--- config.mk ---
export PLATFORM = sky130hd
export DESIGN_NAME = calendar_date_decrement_flat
export DESIGN_NICKNAME = d
export VERILOG_FILES = /design/src/design/cdd_pkg.sv /design/src/design/cdd_stream_if.sv /design/src/design/cdd_leap.sv /design/src/design/calendar_date_decrement.sv /design/src/flat_wrapper.sv
export SDC_FILE = /design/constraint.sdc
export NUM_CORES = 1
export LEC_CHECK = 0
export BUFFER_PORTS_ARGS = -buffer_cell sky130_fd_sc_hd__buf_2
export CAP_MARGIN = 20
export CORE_MARGIN = 5
export CORE_UTILIZATION = 40
export DETAILED_ROUTE_END_ITERATION = 10
export PLACE_DENSITY = 0.55
export SLEW_MARGIN = 20
export SYNTH_ARGS = -nofsm -noshare
export SYNTH_HDL_FRONTEND = slang
export SYNTH_SLANG_ARGS = --single-unit
--- constraint.sdc ---
create_clock -name clk -period 14.1 [get_ports clk]
set_input_delay 1.41 -clock clk [delete_from_list [all_inputs] [get_ports clk]]
set_output_delay 1.41 -clock clk [all_outputs]
set_load 0.03 [all_outputs]
--- src/design/cdd_pkg.sv ---
// Package with the types, codes and month table of the calendar date decrement block.
package cdd_pkg;

    // Function codes of a request.
    localparam logic [2:0] FUNC_DAYS       = 3'd0;
    localparam logic [2:0] FUNC_WEEKS      = 3'd1;
    localparam logic [2:0] FUNC_MONTHS     = 3'd2;
    localparam logic [2:0] FUNC_YEARS      = 3'd3;
    localparam logic [2:0] FUNC_DECADES    = 3'd4;
    localparam logic [2:0] FUNC_CENTURY    = 3'd5;
    localparam logic [2:0] FUNC_MILLENNIUM = 3'd6;

    // Calendar limits.
    localparam logic [13:0] YEAR_MAX    = 14'd9999;
    localparam logic [3:0]  MONTH_FEB   = 4'd2;
    localparam logic [3:0]  MONTH_DEC   = 4'd12;
    localparam logic [4:0]  DAY_LEAP    = 5'd29;
    localparam logic [4:0]  DAY_NONLEAP = 5'd28;
    localparam logic [4:0]  DAY_DEC_END = 5'd31;

    // Width of the shared step counter; it also holds the year amount to subtract.
    localparam int CNT_W = 20;

    // Fixed year amounts of the century and millennium codes.
    localparam logic [CNT_W-1:0] SUB_CENTURY    = 20'd100;
    localparam logic [CNT_W-1:0] SUB_MILLENNIUM = 20'd1000;

    // Month lengths of a common year, indexed by month; entry 0 is unused.
    localparam logic [4:0] MONTH_LEN [0:15] = '{
        5'd0,  5'd31, 5'd28, 5'd31, 5'd30, 5'd31, 5'd30, 5'd31,
        5'd31, 5'd30, 5'd31, 5'd30, 5'd31, 5'd0,  5'd0,  5'd0
    };

    // Sequencer states.
    typedef enum logic [2:0] {
        ST_IDLE,
        ST_NORM,
        ST_DAY,
        ST_MON,
        ST_MON_CLAMP,
        ST_YEAR,
        ST_YEAR_FIX,
        ST_FINISH
    } cdd_state_t;

    // Request payload.
    typedef struct packed {
        logic [2:0]  func;
        logic [15:0] count;
        logic [4:0]  in_day;
        logic [3:0]  in_month;
        logic [13:0] in_year;
    } cdd_req_t;

    // Response payload.
    typedef struct packed {
        logic [4:0]  out_day;
        logic [3:0]  out_month;
        logic [13:0] out_year;
        logic        underflow;
    } cdd_rsp_t;

    // Length of a month, given whether the year is a leap year.
    function automatic logic [4:0] days_in(input logic [3:0] month, input logic leap);
        logic [4:0] len;
        len = MONTH_LEN[month];
        if (month == MONTH_FEB && leap)
        begin
            len = DAY_LEAP;
        end
        return len;
    endfunction

endpackage

--- src/design/cdd_stream_if.sv ---
// Valid/ready stream interface that carries one payload per handshake.
interface cdd_stream_if #(
    parameter type payload_t = logic
) ();

    logic     valid;
    logic     ready;
    payload_t payload;

    modport source (
        output valid,
        output payload,
        input  ready
    );

    modport sink (
        input  valid,
        input  payload,
        output ready
    );

endinterface

--- src/design/cdd_leap.sv ---
// Gregorian leap year test for years 0 to 9999, shared by all date steps.
module cdd_leap (
    input  logic [13:0] year,
    output logic        leap
);
    import cdd_pkg::*;

    logic [26:0] prod;
    logic [6:0]  quot;
    logic [13:0] hundreds;
    logic        div100;

    // Divide by 100 through the reciprocal 5243 / 2^19, exact for years up to 9999.
    assign prod     = {13'd0, year} * 27'd5243;
    assign quot     = prod[25:19];
    assign hundreds = {1'b0, quot, 6'd0} + {2'b0, quot, 5'd0} + {5'd0, quot, 2'd0};
    assign div100   = (hundreds == year);

    // Divisible by 4 and not by 100, or divisible by 400.
    assign leap = (year[1:0] == 2'd0 && !div100) || (div100 && quot[1:0] == 2'd0);

endmodule

--- src/design/calendar_date_decrement.sv ---
// Top level of the calendar date decrement block: sequencer, date registers and response register.
//
// The block takes a Gregorian date with a function code and a count on the req stream and
// returns the earlier date on the rsp stream. One request is worked on at a time; req.ready is
// high only while the sequencer is idle. After acceptance the ST_NORM state normalizes the start
// date, then day and week codes walk back up to count or 7 * count days, one day per cycle, in
// ST_DAY; the month code alternates a month step in ST_MON with a day clamp in ST_MON_CLAMP, and
// the year-based codes pass through ST_YEAR and ST_YEAR_FIX; an unused code skips to ST_FINISH.
// ST_FINISH loads the response register once it is empty or being taken. The walk is set by the
// single day/month step unit and the one leap year test it shares. A finished response waits in
// its register while the next request is already accepted and worked on.
module calendar_date_decrement (
    input  logic         clk,
    input  logic         rst_n,
    cdd_stream_if.sink   req,
    cdd_stream_if.source rsp
);
    import cdd_pkg::*;

    cdd_state_t       state_reg, state_next;
    logic [2:0]       func_reg, func_next;
    logic [CNT_W-1:0] cnt_reg, cnt_next;
    logic [4:0]       d_reg, d_next;
    logic [3:0]       m_reg, m_next;
    logic [13:0]      y_reg, y_next;
    logic             uf_reg, uf_next;
    cdd_rsp_t         out_reg, out_next;
    logic             out_valid_reg, out_valid_next;

    logic             leap;
    logic [4:0]       cur_len;
    logic [4:0]       prev_len;
    logic             req_fire;
    logic             out_load;
    logic [CNT_W-1:0] cnt_ext;
    logic [CNT_W-1:0] year_ext;

    // Shared leap year test on the working year.
    cdd_leap u_leap (
        .year (y_reg),
        .leap (leap)
    );

    assign cur_len  = days_in(m_reg, leap);
    assign prev_len = days_in(m_reg - 4'd1, leap);
    assign cnt_ext  = {{(CNT_W-16){1'b0}}, req.payload.count};
    assign year_ext = {{(CNT_W-14){1'b0}}, y_reg};
    assign req_fire = req.valid && req.ready;
    assign out_load = (state_reg == ST_FINISH) && (!out_valid_reg || rsp.ready);

    // Next state of the sequencer.
    always_comb
    begin
        state_next = state_reg;
        case (state_reg)
            ST_IDLE:
            begin
                if (req.valid)
                begin
                    state_next = ST_NORM;
                end
            end
            ST_NORM:
            begin
                case (func_reg) inside
                    FUNC_DAYS, FUNC_WEEKS:                          state_next = ST_DAY;
                    FUNC_MONTHS:                                    state_next = ST_MON;
                    FUNC_YEARS, FUNC_DECADES, FUNC_CENTURY,
                    FUNC_MILLENNIUM:                                state_next = ST_YEAR;
                    default:                                        state_next = ST_FINISH;
                endcase
            end
            ST_DAY:
            begin
                if (cnt_reg == '0 || (d_reg == 5'd1 && m_reg == 4'd1 && y_reg == '0))
                begin
                    state_next = ST_FINISH;
                end
            end
            ST_MON:
            begin
                if (cnt_reg == '0 || (m_reg == 4'd1 && y_reg == '0))
                begin
                    state_next = ST_FINISH;
                end
                else
                begin
                    state_next = ST_MON_CLAMP;
                end
            end
            ST_MON_CLAMP: state_next = ST_MON;
            ST_YEAR:      state_next = ST_YEAR_FIX;
            ST_YEAR_FIX:  state_next = ST_FINISH;
            ST_FINISH:
            begin
                if (out_load)
                begin
                    state_next = ST_IDLE;
                end
            end
            default:      state_next = ST_IDLE;
        endcase
    end

    // Handshake outputs.
    always_comb
    begin
        req.ready   = (state_reg == ST_IDLE);
        rsp.valid   = out_valid_reg;
        rsp.payload = out_reg;
    end

    // Datapath of the date registers and the step counter.
    always_comb
    begin
        func_next      = func_reg;
        cnt_next       = cnt_reg;
        d_next         = d_reg;
        m_next         = m_reg;
        y_next         = y_reg;
        uf_next        = uf_reg;
        out_next       = out_reg;
        out_valid_next = out_valid_reg;

        case (state_reg)
            ST_IDLE:
            begin
                if (req_fire)
                begin
                    func_next = req.payload.func;
                    uf_next   = 1'b0;
                    // Clamp month, year and a zero day; the month length clamp follows.
                    if (req.payload.in_month == 4'd0)
                    begin
                        m_next = 4'd1;
                    end
                    else if (req.payload.in_month > MONTH_DEC)
                    begin
                        m_next = MONTH_DEC;
                    end
                    else
                    begin
                        m_next = req.payload.in_month;
                    end
                    y_next = (req.payload.in_year > YEAR_MAX) ? YEAR_MAX : req.payload.in_year;
                    d_next = (req.payload.in_day == 5'd0) ? 5'd1 : req.payload.in_day;
                    // Number of steps, or the amount of years to subtract.
                    case (req.payload.func)
                        FUNC_WEEKS:      cnt_next = (cnt_ext << 3) - cnt_ext;
                        FUNC_DECADES:    cnt_next = (cnt_ext << 3) + (cnt_ext << 1);
                        FUNC_CENTURY:    cnt_next = SUB_CENTURY;
                        FUNC_MILLENNIUM: cnt_next = SUB_MILLENNIUM;
                        default:         cnt_next = cnt_ext;
                    endcase
                end
            end
            ST_NORM:
            begin
                if (d_reg > cur_len)
                begin
                    d_next = cur_len;
                end
            end
            ST_DAY:
            begin
                if (cnt_reg != '0)
                begin
                    cnt_next = cnt_reg - 1'b1;
                    if (d_reg > 5'd1)
                    begin
                        d_next = d_reg - 5'd1;
                    end
                    else if (m_reg > 4'd1)
                    begin
                        m_next = m_reg - 4'd1;
                        d_next = prev_len;
                    end
                    else if (y_reg != '0)
                    begin
                        y_next = y_reg - 14'd1;
                        m_next = MONTH_DEC;
                        d_next = DAY_DEC_END;
                    end
                    else
                    begin
                        uf_next = 1'b1;
                    end
                end
            end
            ST_MON:
            begin
                if (cnt_reg != '0)
                begin
                    cnt_next = cnt_reg - 1'b1;
                    if (m_reg > 4'd1)
                    begin
                        m_next = m_reg - 4'd1;
                    end
                    else if (y_reg != '0)
                    begin
                        y_next = y_reg - 14'd1;
                        m_next = MONTH_DEC;
                    end
                    else
                    begin
                        d_next  = 5'd1;
                        uf_next = 1'b1;
                    end
                end
            end
            ST_MON_CLAMP:
            begin
                if (d_reg > cur_len)
                begin
                    d_next = cur_len;
                end
            end
            ST_YEAR:
            begin
                if (cnt_reg > year_ext)
                begin
                    y_next  = '0;
                    uf_next = 1'b1;
                end
                else
                begin
                    y_next = y_reg - cnt_reg[13:0];
                end
            end
            ST_YEAR_FIX:
            begin
                // A Feb 29 that lands in a common year becomes Feb 28.
                if (m_reg == MONTH_FEB && d_reg == DAY_LEAP && !leap)
                begin
                    d_next = DAY_NONLEAP;
                end
            end
            default:
            begin
            end
        endcase

        // Response register: cleared when taken, loaded when the sequencer finishes.
        if (rsp.valid && rsp.ready)
        begin
            out_valid_next = 1'b0;
        end
        if (out_load)
        begin
            out_valid_next    = 1'b1;
            out_next.out_day   = d_reg;
            out_next.out_month = m_reg;
            out_next.out_year  = y_reg;
            out_next.underflow = uf_reg;
        end
    end

    // Control registers.
    always_ff @(posedge clk or negedge rst_n)
    begin
        if (!rst_n)
        begin
            state_reg     <= ST_IDLE;
            out_valid_reg <= 1'b0;
        end
        else
        begin
            state_reg     <= state_next;
            out_valid_reg <= out_valid_next;
        end
    end

    // Payload registers.
    always_ff @(posedge clk)
    begin
        func_reg <= func_next;
        cnt_reg  <= cnt_next;
        d_reg    <= d_next;
        m_reg    <= m_next;
        y_reg    <= y_next;
        uf_reg   <= uf_next;
        out_reg  <= out_next;
    end

endmodule

--- src/flat_wrapper.sv ---
// flat-port wrapper written by rule: the top's interface ports become plain ports
module calendar_date_decrement_flat import cdd_pkg::*;
  (clk, rst_n, req_valid, req_payload, req_ready, rsp_valid, rsp_payload, rsp_ready);
  cdd_stream_if #(.payload_t(cdd_req_t)) req_i ();
  cdd_stream_if #(.payload_t(cdd_rsp_t)) rsp_i ();
  input  logic clk;
  input  logic rst_n;
  input wire logic [$bits(req_i.valid)-1:0] req_valid;
  input wire logic [$bits(req_i.payload)-1:0] req_payload;
  output wire logic [$bits(req_i.ready)-1:0] req_ready;
  output wire logic [$bits(rsp_i.valid)-1:0] rsp_valid;
  output wire logic [$bits(rsp_i.payload)-1:0] rsp_payload;
  input wire logic [$bits(rsp_i.ready)-1:0] rsp_ready;
  assign req_i.valid = req_valid;
  assign req_i.payload = req_payload;
  assign req_ready = req_i.ready;
  assign rsp_valid = rsp_i.valid;
  assign rsp_payload = rsp_i.payload;
  assign rsp_i.ready = rsp_ready;
  calendar_date_decrement u_core (.clk(clk), .rst_n(rst_n), .req(req_i), .rsp(rsp_i));
endmodule
==> flow_results.org, run 1 <==
** Run status
- Run status :: completed

** Global route
- Maximum number of pins on one net before global-route repair :: 49
- Number of antenna violations at the first check in global routing :: 0
- Global-route wire length before repair :: 47000 um
- Summed over all layers, the global routing overflow is 0.
- The via count of the first global-routing pass was 8867.
- Tot GR Track Use :: 0.189

** STA
- Peak Freq :: 99.9 MHz
- Final count of pins violating max slew :: 0
- Setup repair after global routing left no endpoint under its margin.
- Clock Skews :: 14.4 ps
- In this run the tightest slew margin relative to its limit is 0.327.
- Shortest period the worst path allows :: 10010 ps
- Summed over all failing endpoints, the final setup total negative slack is 0 ps.
- The number of hold-slack violations in the final timing report is 0.
- For the pin with the worst max-slew slack, the measured transition is 1010 ps.
- Final number of setup-violating endpoints :: 0
- Dividing the final minimum period by the clock period gives 0.710.

** Synthesis
- The most used flip-flop cell after synthesis is sky130_fd_sc_hd__edfxtp_1.
- Top cells by count, synth :: 188 x sky130_fd_sc_hd__ha_1, 180 x sky130_fd_sc_hd__inv_1, 71 x sky130_fd_sc_hd__edfxtp_1
- The synthesized design contains 71 enable-type register cells.
- Of the post-synthesis cell area, the dominant cell type holds 0.217.
- Cell with the most instances after synthesis :: sky130_fd_sc_hd__ha_1
- In the synthesized netlist the async set-or-reset flop fraction comes to 0.0533.
- Summed over all instances, the cell type with the most area after synthesis is sky130_fd_sc_hd__ha_1.
- Synthesized area divided by synthesized cell count :: 9.20 um2
- Cell area after synthesis :: 10900 um2
- During synthesis, Yosys emitted a total of 0 warnings.
- Largest cells by area after synthesis :: sky130_fd_sc_hd__ha_1 22%, sky130_fd_sc_hd__edfxtp_1 20%, sky130_fd_sc_hd__fa_1 13%, sky130_fd_sc_hd__inv_1 6.2%, sky130_fd_sc_hd__xnor2_1 4.9%
- Synth Instances :: 1180
- Sequential-to-total area share from yosys stat :: 0.206
- Synthesis inferred 75 register bits.
- Count of cell types in the netlist :: 79
- Post-Syn Nets :: 1482

** Pwr
- Power spread over the standard cell area amounts to 46.1 nW/um2.
- Leakage :: 5.45 nW
- VDD sags by at most 51.2 uV.

** CTS
- The H-tree was split into 3 levels.
- TritonCTS built the clock tree.
- Number of setup buffers added after CTS :: 0
- Clock transition at the registers of the reported paths :: 70 ps
- Resize count post-CTS :: 0
- Skew-Pair Late Insertion Delay :: 350 ps
- Cell at the root of the clock tree :: sky130_fd_sc_hd__clkbuf_16
- The tree built by TritonCTS fans out to 75 sinks.
- In this run, CTS created clock tree buffers numbering 9.
- In this run, post-CTS hold repair placed 0 buffers.
- In this run the deepest clock path goes through 2 buffers.

** Worst setup path
- Buffer and inverter count on the worst path :: 6
- Broken down by cell family, the worst path's largest delay share belongs to adder cells.
- Of all nets on the critical path, the largest fanout is 9.
- The largest individual stage delay along the critical path comes from the cell sky130_fd_sc_hd__edfxtp_1.
- STA classifies the critical path endpoint as a register.
- On the worst path, the slowest cell contributes a delay of 700 ps.
- Worst setup SP type :: register
- Arrival time worst endpoint :: 10010 ps
- Data required time at the worst endpoint :: 14090 ps
- CP Class :: reg -> reg

** Route
- The detail route stage leaves a number of antenna-violating nets equal to 0.
- After detailed routing, the total wire length is 28300 um.
- The detailed router finished its first iteration with 437 violations.
- Per-cell via count in the routed design :: 5.46
- First drt pass iteration count :: 7
- After detailed routing, the number of remaining DRC violations is 0.
- The routed layout has 8679 vias.
- In the final routed layout, each cell accounts on average for 17.8 um.

** Placement
- Input and output buffers added on the ports amount to 71.
- Placer Congestion :: 0.873
- Summed over all nets, the half-perimeter wirelength after detailed placement is 23200 um.

** Die
- The floorplan step defined a die boundary enclosing 30500 um2.
- Number of I/O pins :: 72
- The floorplan step set the die height to 175 um.
- Width of the die :: 175 um
- Initial standard-cell utilization of the core :: 0.404
- Standard cell core area :: 26900 um2
- Row generation in the floorplan step produced 60 rows.

** Finish
- The final layout contains 1546 nets.
- Final standard cell utilization of the core :: 0.442
- Number of flip-flops under the largest register name :: 24
- Compared with the post-synthesis result, the final layout area differs by 9.44%.
- The number of antenna diodes in the final layout is 0.
- Layout cell share with drive strength beyond 1 :: 0.0937

** Run
- Max_cap viols :: 0

** Hold path
- In this run the worst hold path is classified as reg -> reg.
## routing by layer
metal	global-route usage	part of all wire	vias to the layer above
met5	0	0	-
met4	0.0501	0.022	0
met3	0.0125	0.025	33
met2	0.320	0.48	161
met1	0.263	0.48	4165
li1	-	-	4320
## layout by cell type, fill, tap and decap left out, types with 24 or more instances in the layout
master,instances
sky130_fd_sc_hd__nor3_1,24
sky130_fd_sc_hd__nand2_1,62
sky130_fd_sc_hd__fa_1,68
sky130_fd_sc_hd__nand3_1,24
sky130_fd_sc_hd__xor2_1,27
sky130_fd_sc_hd__xnor2_1,61
sky130_fd_sc_hd__buf_2,71
sky130_fd_sc_hd__ha_1,188
sky130_fd_sc_hd__nor2_1,59
sky130_fd_sc_hd__a21oi_1,67
sky130_fd_sc_hd__inv_1,180
sky130_fd_sc_hd__edfxtp_1,71
sky130_fd_sc_hd__o21ai_0,52
## cell families after synthesis
group,synth area share
xor+xnor,0.0730
compound gates,0.181
fa+ha+maj,0.342
buf+inv,0.0706
simple gates,0.126
mux,0.00184
flops,0.206
## power breakdown
part | internal [mW] | switching, mW | total, mW
logic | 0.0340 | 0.0476 | 0.0817
registers | 0.240 | 0.0000534 | 0.240
clock network | 0.122 | 0.104 | 0.226
total | 0.396 | 0.152 | 0.548
## final timing paths
kind                                 start               endpoint  slack (ps)  depth (start not counted)
min in group asynchronous            rst_n    u_core.state_reg[1]         860                          1
max                        u_core.y_reg[6]        u_core.d_reg[0]        4090                         37
min reg2reg                  u_core.uf_reg  u_core.rsp.payload[0]         430                          0
min                          u_core.uf_reg  u_core.rsp.payload[0]         430                          0
max in group asynchronous            rst_n    u_core.state_reg[0]       13130                          1
max reg2reg                u_core.y_reg[6]        u_core.d_reg[0]        4090                         37
## stage by stage
step | worst slack, ps | hold WS [ps] | total power [mW] | instance area [um2] | instances
after detailed placement | 4080 | 412 | 0.326 | 11600 | 1574
after floorplan | 5070 | 400 | 0.301 | 10900 | 1180
after global placement | 4210 | 409 | 0.326 | 11600 | 1574
final | 4090 | 426 | 0.548 | 11900 | 1590
after CTS | 4040 | 427 | 0.553 | 11900 | 1590
after global routing | 3510 | 440 | 0.573 | 11900 | 1590
## layout make-up
type                       count  area (um2)
clock buffer                   9         225
clock inverter                 7        57.6
fill                        2693       15000
inverter                     181         679
multi-input combinational    901        7870
sequential                    75        2230
tap                          341         427
timing repair buffer          76         393
(Power assumes the default switching activity.)
==> run 2: changes to the inputs <==
Settings changed: PLACE_DENSITY 0.55 to 0.57.
Clock period 14.1 ns to 8.85 ns, I/O delays scaled along.
==> run 2 against run 1 <==
  * Largest cell class unchanged
  * Die area is the same
  * Hold slack worse by 100 ps
  * Critical path type unchanged
  * Cell area up 12%
  * Sequential share of layout area down 2.0 points
  * Setup slack got worse by 4100 ps
  * Non-clock buffer count grew 135
  * Clock power up 73%
  * The run now ends with setup timing left
==> flow_results.org, run 2 (same netlist as run 1, synthesis figures left out) <==
** STA
- The setup TNS came to -59.5 ps (was 0 ps).
- The number of hold-slack violations in the final timing report came to 0 (unchanged).
- Setup repair after global routing missed its margin :: yes (was no)
- Final setup slack of the worst path :: -15.0 ps (was 4090 ps)
- The shortest period the worst path allows was 8870 ps (was 10010 ps).
- Relative slew slack :: 0.348 (was 0.327)
- Ratio of final minimum period to clock period :: 1.00 (was 0.710)
- The total count of max-transition violations in the final report is 0 (unchanged).
- The achievable frequency came to 113 MHz (was 99.9 MHz).
- The worst clock skew on the final layout came to 6.60 ps (was 14.4 ps).
- The actual slew at the worst max-slew pin is 975 ps (was 1010 ps).
- Final number of setup-violating endpoints :: 5 (was 0)
- The worst hold margin was 322 ps (was 426 ps).

** Global route
- The total global routing overflow was 0 (unchanged).
- The maximum number of pins on one net before global-route repair is 49 (unchanged).
- Vias in the first global route :: 9301 (was 8867)
- The global-route wire length before repair was 47700 um (was 47000 um).
- The number of antenna violations at the first check in global routing came to 0 (unchanged).
- Tot GR Track Use :: 0.193 (was 0.189)

** Route
- The number of vias in the routed layout was 9111 (was 8679).
- First drt pass iteration count :: 5 (was 7)
- The routed wirelength normalized by instance count is 17.0 um (was 17.8 um).
- Detailed router's first-iteration violation count :: 447 (was 437)
- The post-detailed-route via-to-cell ratio was 5.28 (was 5.46).
- Total Wirelength :: 29400 um (was 28300 um)
- Count of unresolved DRC violations after routing :: 0 (unchanged)
- Number of routed nets with antenna violations :: 0 (unchanged)

** Placement
- The number of buffers inserted by port buffering came to 71 (unchanged).
- The weighted congestion at the end of routability-driven global placement was 0.892 (was 0.873).
- HPWL after detailed placement :: 24000 um (was 23200 um)

** CTS
- Count of H-tree levels built during CTS :: 3 (unchanged)
- The clock root buffer master is sky130_fd_sc_hd__clkbuf_16 (unchanged).
- The number of sinks on the clock net is 75 (unchanged).
- Skew-Pair Late Insertion Delay :: 350 ps (about the same)
- The number of buffers created by CTS is 9 (unchanged).
- The deepest clock path buffer count is 2 (unchanged).
- The cts-stage hold buffer count is 0 (unchanged).
- The clock tree from TritonCTS was built (unchanged).
- The post-CTS clock slew at the launch and capture registers of the worst setup and hold paths was 70 ps (about the same).

** Die
- Std-Cell Rows :: 60 (unchanged)
- Width of the die :: 175 um (unchanged)
- Die area :: 30500 um2 (unchanged)
- The total core area was 26900 um2 (unchanged).
- The number of top-level design ports was 72 (unchanged).
- Die Height :: 175 um (unchanged)
- The initial standard-cell utilization of the core came to 0.404 (unchanged).

** Finish
- Top library cells by usage in the layout, fill and taps aside: 168 x sky130_fd_sc_hd__inv_1, 167 x sky130_fd_sc_hd__ha_1, 135 x sky130_fd_sc_hd__buf_4 (was 188 x sky130_fd_sc_hd__ha_1, 180 x sky130_fd_sc_hd__inv_1, 71 x sky130_fd_sc_hd__buf_2, 71 x sky130_fd_sc_hd__edfxtp_1, 68 x sky130_fd_sc_hd__fa_1).
- Final net count :: 1681 (was 1546)
- Synth-to-layout area growth :: 22.6% (was 9.44%)
- The antenna diode count was 0 (unchanged).
- The flip-flop count of the largest register after layout is 24 (unchanged).
- Most frequent standard cell in the layout excluding fill and tap cells :: sky130_fd_sc_hd__inv_1 (was sky130_fd_sc_hd__ha_1)
- Layout cell share with drive strength beyond 1 :: 0.228 (was 0.0937)

** Worst setup path
- The buffer and inverter count on the worst path is 9 (was 6).
- Worst r2r src :: u_core.y_reg[10] (was u_core.y_reg[6])
- The critical path data arrival time was 8900 ps (was 10010 ps).
- Worst setup SP type :: register (unchanged)
- Category of the worst setup path capture point :: register (unchanged)
- CP Class :: reg -> reg (unchanged)
- CP max-delay cell :: sky130_fd_sc_hd__fa_1 (was sky130_fd_sc_hd__edfxtp_1)
- Data required time at the worst endpoint :: 8880 ps (was 14090 ps)
- Worst path max stage delay :: 540 ps (was 700 ps)
- The largest fanout on the critical path is 5 (was 9).
- Cell family with most CP delay :: adder cells (unchanged)
- Worst setup path startpoint :: u_core.y_reg[10] (was u_core.y_reg[6])

** Pwr
- The switching component of the power was 0.245 mW (was 0.152 mW).
- Pwr/cell area :: 67.9 nW/um2 (was 46.1 nW/um2)
- Internal power :: 0.660 mW (was 0.396 mW)
- The sequential share of power was 0.423 (was 0.438).
- Portion of total power attributed to combinational logic :: 0.143 (was 0.149)
- The switching share of total power came to 0.271 (was 0.277).
- The static power due to leakage is 6.12 nW (was 5.45 nW).
- Fraction of power consumed by the clock network :: 0.434 (was 0.413)
- The worst IR drop on VDD was 78.3 uV (was 51.2 uV).

** Run
- Max_cap viols :: 0 (unchanged)

** Run status
- The checks that failed: setup timing.
- Run status: complete, but fails checks (was completed).

** Hold path
- The class of the worst hold path is in -> async (was reg -> reg).
==> run 2: cell types whose count changed in the layout (fill, tap and decap cells not counted), moves of 3 or more <==
cell / change
sky130_fd_sc_hd__ha_4: +18
sky130_fd_sc_hd__a21oi_2: +5
sky130_fd_sc_hd__fa_1: -5
sky130_fd_sc_hd__inv_1: -12
sky130_fd_sc_hd__inv_2: +12
sky130_fd_sc_hd__ha_2: +3
sky130_fd_sc_hd__fa_2: +5
sky130_fd_sc_hd__ha_1: -21
sky130_fd_sc_hd__a21oi_1: -6
sky130_fd_sc_hd__o21ai_1: +3
sky130_fd_sc_hd__buf_6: +5
sky130_fd_sc_hd__buf_4: +130
sky130_fd_sc_hd__o21ai_0: -5
==> run 2: power groups by stage <==
stage,sequential [mW],combinational (mW),clock (mW)
4_1_cts,0.383,0.129,0.400
2_1_floorplan,0.390,0.0889,0
3_3_place_gp,0.390,0.127,0
6_report,0.383,0.129,0.392
5_1_grt,0.382,0.145,0.415
3_5_place_dp,0.390,0.128,0
==> run 2: repair_timing <==
action | CTS | global route
pin swaps | 53 | 17
buffers inserted | 25 | 10
resized for setup | 55 | 19
setup endpoints to repair | 5 | 5
==> run 2: worst paths after layout <==
check                           cells past startpoint               endpoint  slack [ps]
worst max-delay path                               41        u_core.d_reg[3]         -20
worst min-delay path                                1    u_core.state_reg[2]         320
worst max register to register                     41        u_core.d_reg[3]         -20
worst min register to register                      0  u_core.rsp.payload[0]         480
max in group asynchronous                           1    u_core.state_reg[0]        8410
min in group clk                                    0  u_core.rsp.payload[0]         480
==> run 2: worst register-to-register path: cells and delay by family (launching register included) <==
| kind | cells | cell delay (ps) |
|---|---|---|
| simple gates | 3 | 290 |
| compound gates | 18 | 3000 |
| buf+inv | 9 | 770 |
| fa+ha+maj | 9 | 3670 |
| flops | 1 | 440 |
| xor+xnor | 2 | 390 |
==> run 2: per-stage QoR <==
step | power [mW] | area [um2] | utilization | setup slack, ps | instances
floorplan | 0.479 | 10900 | - | 5.26 | 1180
global placement | 0.518 | 12400 | 0.460 | -126 | 1674
detailed placement | 0.518 | 12400 | 0.460 | -268 | 1674
CTS | 0.912 | 13200 | 0.490 | 0 | 1715
global route | 0.943 | 13300 | 0.495 | -424 | 1725
finish | 0.904 | 13300 | 0.495 | -15.0 | 1725
==> run 2: layout make-up <==
type	instances	area, um2
Tap cell	341	427
Multi-Input combinational cell	901	8240
Clock buffer	9	225
Inverter	181	679
Fill cell	2516	13600
Timing Repair Buffer	211	1430
Sequential cell	75	2230
Clock inverter	7	82.6
==> run 2: layer usage <==
layer | GRT usage | wire length [um] | vias up
met1 | 0.253 | 13200 | 4294
met2 | 0.335 | 14400 | 183
met4 | 0.0606 | 767 | 0
li1 | - | - | 4593
met3 | 0.0199 | 1080 | 41
met5 | 0 | 0 | -
==> run 3: changes to the inputs <==
Settings changed: SYNTH_HIERARCHICAL set to 1.
==> run 3 against run 2 <==
  * The flow still finishes with violations (setup timing)
  * Largest cell class unchanged
  * Via count increased by 2.3%
  * Non-clock buffer count fell by 36
  * Clock skew rose by 3.2 ps
  * Wire length rose by 2.2%
  * Utilization is 0.71 points lower
  * Setup slack worse by 15 ps
==> flow_results.org, run 3 <==
** Run status
- Run status :: complete, but fails checks (unchanged)
- Violated checks :: setup timing (unchanged)

** Finish
- The share of cells above drive strength 1 is 0.199 (was 0.228).
- Synth-to-layout area growth :: 19.7% (was 22.6%)
- The most common cell after layout, fill and taps aside was sky130_fd_sc_hd__inv_1 (unchanged).
- The sequential cell area is 2230 um2 (unchanged).
- Final net count :: 1672 (was 1681)
- Number of flip-flops under the largest register name :: 24 (unchanged)
- The multi-input gate area in the final layout is 8380 um2 (was 8240 um2).
- Top library cells by usage in the layout, fill and taps aside: 175 x sky130_fd_sc_hd__inv_1, 158 x sky130_fd_sc_hd__ha_1, 96 x sky130_fd_sc_hd__buf_4 (was 168 x sky130_fd_sc_hd__inv_1, 167 x sky130_fd_sc_hd__ha_1, 135 x sky130_fd_sc_hd__buf_4).
- Filler instances :: 2574 (was 2516)
- Number of inserted diodes :: 0 (unchanged)

** CTS
- Cell at the root of the clock tree :: sky130_fd_sc_hd__clkbuf_16 (unchanged)
- Clock transition at the registers of the reported paths :: 70 ps (about the same)
- Worst-case clock buffer depth :: 2 (unchanged)
- The cts-stage hold buffer count was 0 (unchanged).
- Count of H-tree levels built during CTS :: 3 (unchanged)
- The clock tree from TritonCTS was built (unchanged).
- Total clock buffers created by CTS :: 9 (unchanged)
- CTS Sinks :: 75 (unchanged)
- The clock latency reported for the late side of the worst-skew pair is 350 ps (about the same).

** Worst setup path
- Crit path max fanout :: 5 (unchanged)
- The library cell contributing the largest single delay on the critical path is sky130_fd_sc_hd__fa_1 (unchanged).
- The critical path data arrival time was 8970 ps (was 8900 ps).
- The highest cell delay on the worst timing path was 580 ps (was 540 ps).
- Data required time at the worst endpoint :: 8940 ps (was 8880 ps)
- In this design, the critical path's most frequently occurring cell is sky130_fd_sc_hd__fa_1.
- The critical setup path kind is reg -> reg (unchanged).
- The startpoint kind of the worst setup timing path was a register (unchanged).
- The reg-to-reg endpoint is u_core/d_reg[1] (was u_core.d_reg[3]).
- The type of destination of the critical path is a register (unchanged).
- The logic depth of the worst register-to-register path was 39 (was 41).
- Setup slack on the worst flop-to-flop path :: -30 ps (was -20 ps)
- Worst r2r src :: u_core/y_reg[8] (was u_core.y_reg[10])

** Hold path
- Class of the tightest hold or removal check :: in -> async (unchanged)

** Route
- The detailed-route DRC error count was 0 (unchanged).
- Detailed router's first-iteration violation count :: 439 (was 447)
- The total detailed-routing wirelength is 30100 um (was 29400 um).
- The post-detailed-route via-to-cell ratio was 5.31 (was 5.28).
- The routed wirelength normalized by instance count came to 17.1 um (was 17.0 um).
- First drt pass iteration count :: 4 (was 5)
- The number of vias in the routed layout was 9322 (was 9111).
- Number of routed nets with antenna violations :: 0 (unchanged)

** Synthesis
- Cell with the most instances after synthesis :: sky130_fd_sc_hd__inv_1 (was sky130_fd_sc_hd__ha_1)
- The largest family of logic cells by synthesized area is adder cells (unchanged).
- The number of synthesized flops with an enable pin was 71 (unchanged).
- The share of synthesized cell area in and, or, nand and nor gates is 0.136 (was 0.126).
- The share of synthesized area spent on multiplexers came to 0.00453 (was 0.00184).
- The dominant synthesized flop cell is sky130_fd_sc_hd__edfxtp_1 (unchanged).
- The count of synthesis-stage warnings from yosys came to 6 (was 0).
- Synth Instances :: 1228 (was 1180)
- Sequential-to-total area share from yosys stat :: 0.202 (was 0.206)
- Flops & latches, synth :: 75 (unchanged)
- The distinct cell type count after synthesis was 82 (was 79).
- Top cells by count, synth: 179 x sky130_fd_sc_hd__inv_1, 178 x sky130_fd_sc_hd__ha_1, 72 x sky130_fd_sc_hd__a21oi_1 (was 188 x sky130_fd_sc_hd__ha_1, 180 x sky130_fd_sc_hd__inv_1, 71 x sky130_fd_sc_hd__edfxtp_1).
- The share of the synthesized area in the top cell type is 0.201 (was 0.217).
- Adder-cell area share of the yosys netlist :: 0.325 (was 0.342)
- The xor-xnor portion of the synthesized cell area is 0.0741 (was 0.0730).
- The share of async-settable or async-resettable flops after synthesis is 0.0533 (unchanged).
- The cell type contributing the most total cell area after synthesis was sky130_fd_sc_hd__ha_1 (unchanged).
- Largest cells by area after synthesis :: sky130_fd_sc_hd__ha_1 20%, sky130_fd_sc_hd__edfxtp_1 19%, sky130_fd_sc_hd__fa_1 12%, sky130_fd_sc_hd__inv_1 6.1%, sky130_fd_sc_hd__xnor2_1 5.2% (was sky130_fd_sc_hd__ha_1 22%, sky130_fd_sc_hd__edfxtp_1 20%, sky130_fd_sc_hd__fa_1 13%, sky130_fd_sc_hd__inv_1 6.2%, sky130_fd_sc_hd__xnor2_1 4.9%)
- The net count after synthesis was 1520 (was 1482).
- The average footprint of a synthesized cell came to 9.00 um2 (was 9.20 um2).
- Cell area after synthesis :: 11100 um2 (was 10900 um2)
- The share of the synthesized area in compound gates (AO/OA/AOI/OAI) came to 0.186 (was 0.181).

** Global route
- Tot GR Track Use :: 0.193 (about the same)
- The total global routing overflow was 0 (unchanged).
- The maximum number of pins on one net before global-route repair came to 49 (unchanged).
- Met1 usage in global routing :: 0.240 (was 0.253)
- Met2 track demand over resource in global routing :: 0.349 (was 0.335)
- The via count of the first global-routing pass is 9535 (was 9301).
- GRT busiest layer :: met2 (unchanged)
- Met3 global-route usage :: 0.0191 (was 0.0199)
- Number of antenna violations at the first check in global routing :: 0 (unchanged)
- The global-route wire length before repair came to 48600 um (was 47700 um).

** Run
- Max_cap viols :: 0 (unchanged)

** STA
- The worst hold margin was 324 ps (was 322 ps).
- Final count of pins violating max slew :: 0 (unchanged)
- The final worst-path cycle share was 1.00 (about the same).
- The total of endpoints with negative setup slack in the final report is 5 (unchanged).
- Final setup slack of the worst path :: -30.2 ps (was -15.0 ps)
- Count of final hold-check violations :: 0 (unchanged)
- Shortest period the worst path allows :: 8880 ps (was 8870 ps)
- Relative slew slack :: 0.309 (was 0.348)
- Slew at the pin with the worst max-slew slack :: 1040 ps (was 975 ps)
- Setup repair after global routing missed its margin :: yes (unchanged)
- The achievable frequency came to 113 MHz (about the same).
- The worst clock skew on the final layout was 9.82 ps (was 6.60 ps).

** Placement
- The worst setup slack after placement was -295 ps (was -268 ps).
- Placer Congestion :: 0.889 (was 0.892)
- PortBufs :: 71 (unchanged)
- HPWL after detailed placement :: 24300 um (was 24000 um)

** Die
- The initial standard-cell utilization of the core came to 0.408 (was 0.404).
- Die area :: 31100 um2 (was 30500 um2)
- The number of top-level design ports came to 72 (unchanged).
- Std-Cell Rows :: 60 (unchanged)
- The horizontal die dimension was 176 um (was 175 um).
- Die Height :: 176 um (was 175 um)
- Standard cell core area :: 27100 um2 (was 26900 um2)
-- run 3: cell count changes in the layout (fill, tap and decap cells not counted), moves of 8 or more --
cell and change:
sky130_fd_sc_hd__buf_4 -39, sky130_fd_sc_hd__nand2_1 +8, sky130_fd_sc_hd__ha_1 -9, sky130_fd_sc_hd__o211ai_1 -9, sky130_fd_sc_hd__inv_2 -8, sky130_fd_sc_hd__nor3_1 +8
-- run 3: cell type report --
type | count | share of cell area
Tap cell | 372 | 0.0352
Clock buffer | 9 | 0.0170
Timing Repair Buffer | 175 | 0.0881
Inverter | 181 | 0.0514
Clock inverter | 7 | 0.00634
Sequential cell | 75 | 0.169
Multi-Input combinational cell | 938 | 0.633
-- run 3: cell families after synthesis --
| group | after synthesis |
|---|---|
| buf+inv | 215 |
| simple gates | 295 |
| compound gates | 300 |
| mux | 5 |
| xor+xnor | 92 |
| fa+ha+maj | 246 |
| flops | 75 |
-- run 3: timing repair --
action / 4_1_cts / 5_1_grt
buffers inserted: 18 / 15
endpoints found under the setup margin: 5 / 5
gates resized for setup: 26 / 36
pin swaps: 20 / 44
hold endpoints to repair: 0 / 0
-- run 3: worst max-delay path: cells and delay by family, from the launching register on --
family	cells	cell delay (ps)
compound gates	14	2560
xor+xnor	2	290
fa+ha+maj	10	3830
buf+inv	6	560
flops	1	480
simple gates	7	910
-- run 3: worst max-delay path by stage --
stage	startpoint	endpoint	slack (ps)
after floorplan	u_core/y_reg[12]	u_core/d_reg[0]	20
after global placement	u_core/y_reg[9]	u_core/d_reg[0]	-90
after detailed placement	u_core/y_reg[10]	u_core/d_reg[3]	-300
after CTS	u_core/y_reg[8]	u_core/d_reg[1]	-40
after global routing	u_core/y_reg[11]	u_core/d_reg[1]	-400
final	u_core/y_reg[8]	u_core/d_reg[1]	-30
-- run 3: metal layers --
layer / wire, um / up-vias / part of all wire
li1: - / 4697 / -
met1: 13300 / 4442 / 0.44
met2: 15200 / 149 / 0.51
met3: 742 / 34 / 0.025
met4: 819 / 0 / 0.027
met5: 0 / - / 0
-- run 3: through the flow --
stage,instances,area (um2),utilization,setup TNS (ps)
2_1_floorplan,1228,11100,-,0
3_3_place_gp,1708,12300,0.454,-427
3_5_place_dp,1708,12300,0.454,-1470
4_1_cts,1742,12900,0.476,-187
5_1_grt,1757,13200,0.488,-2000
6_report,1757,13200,0.488,-145
Power of run 3 is left out: the tool's default activity adds up to more than one toggle a clock period on the data nets, which glitch-free logic cannot reach.
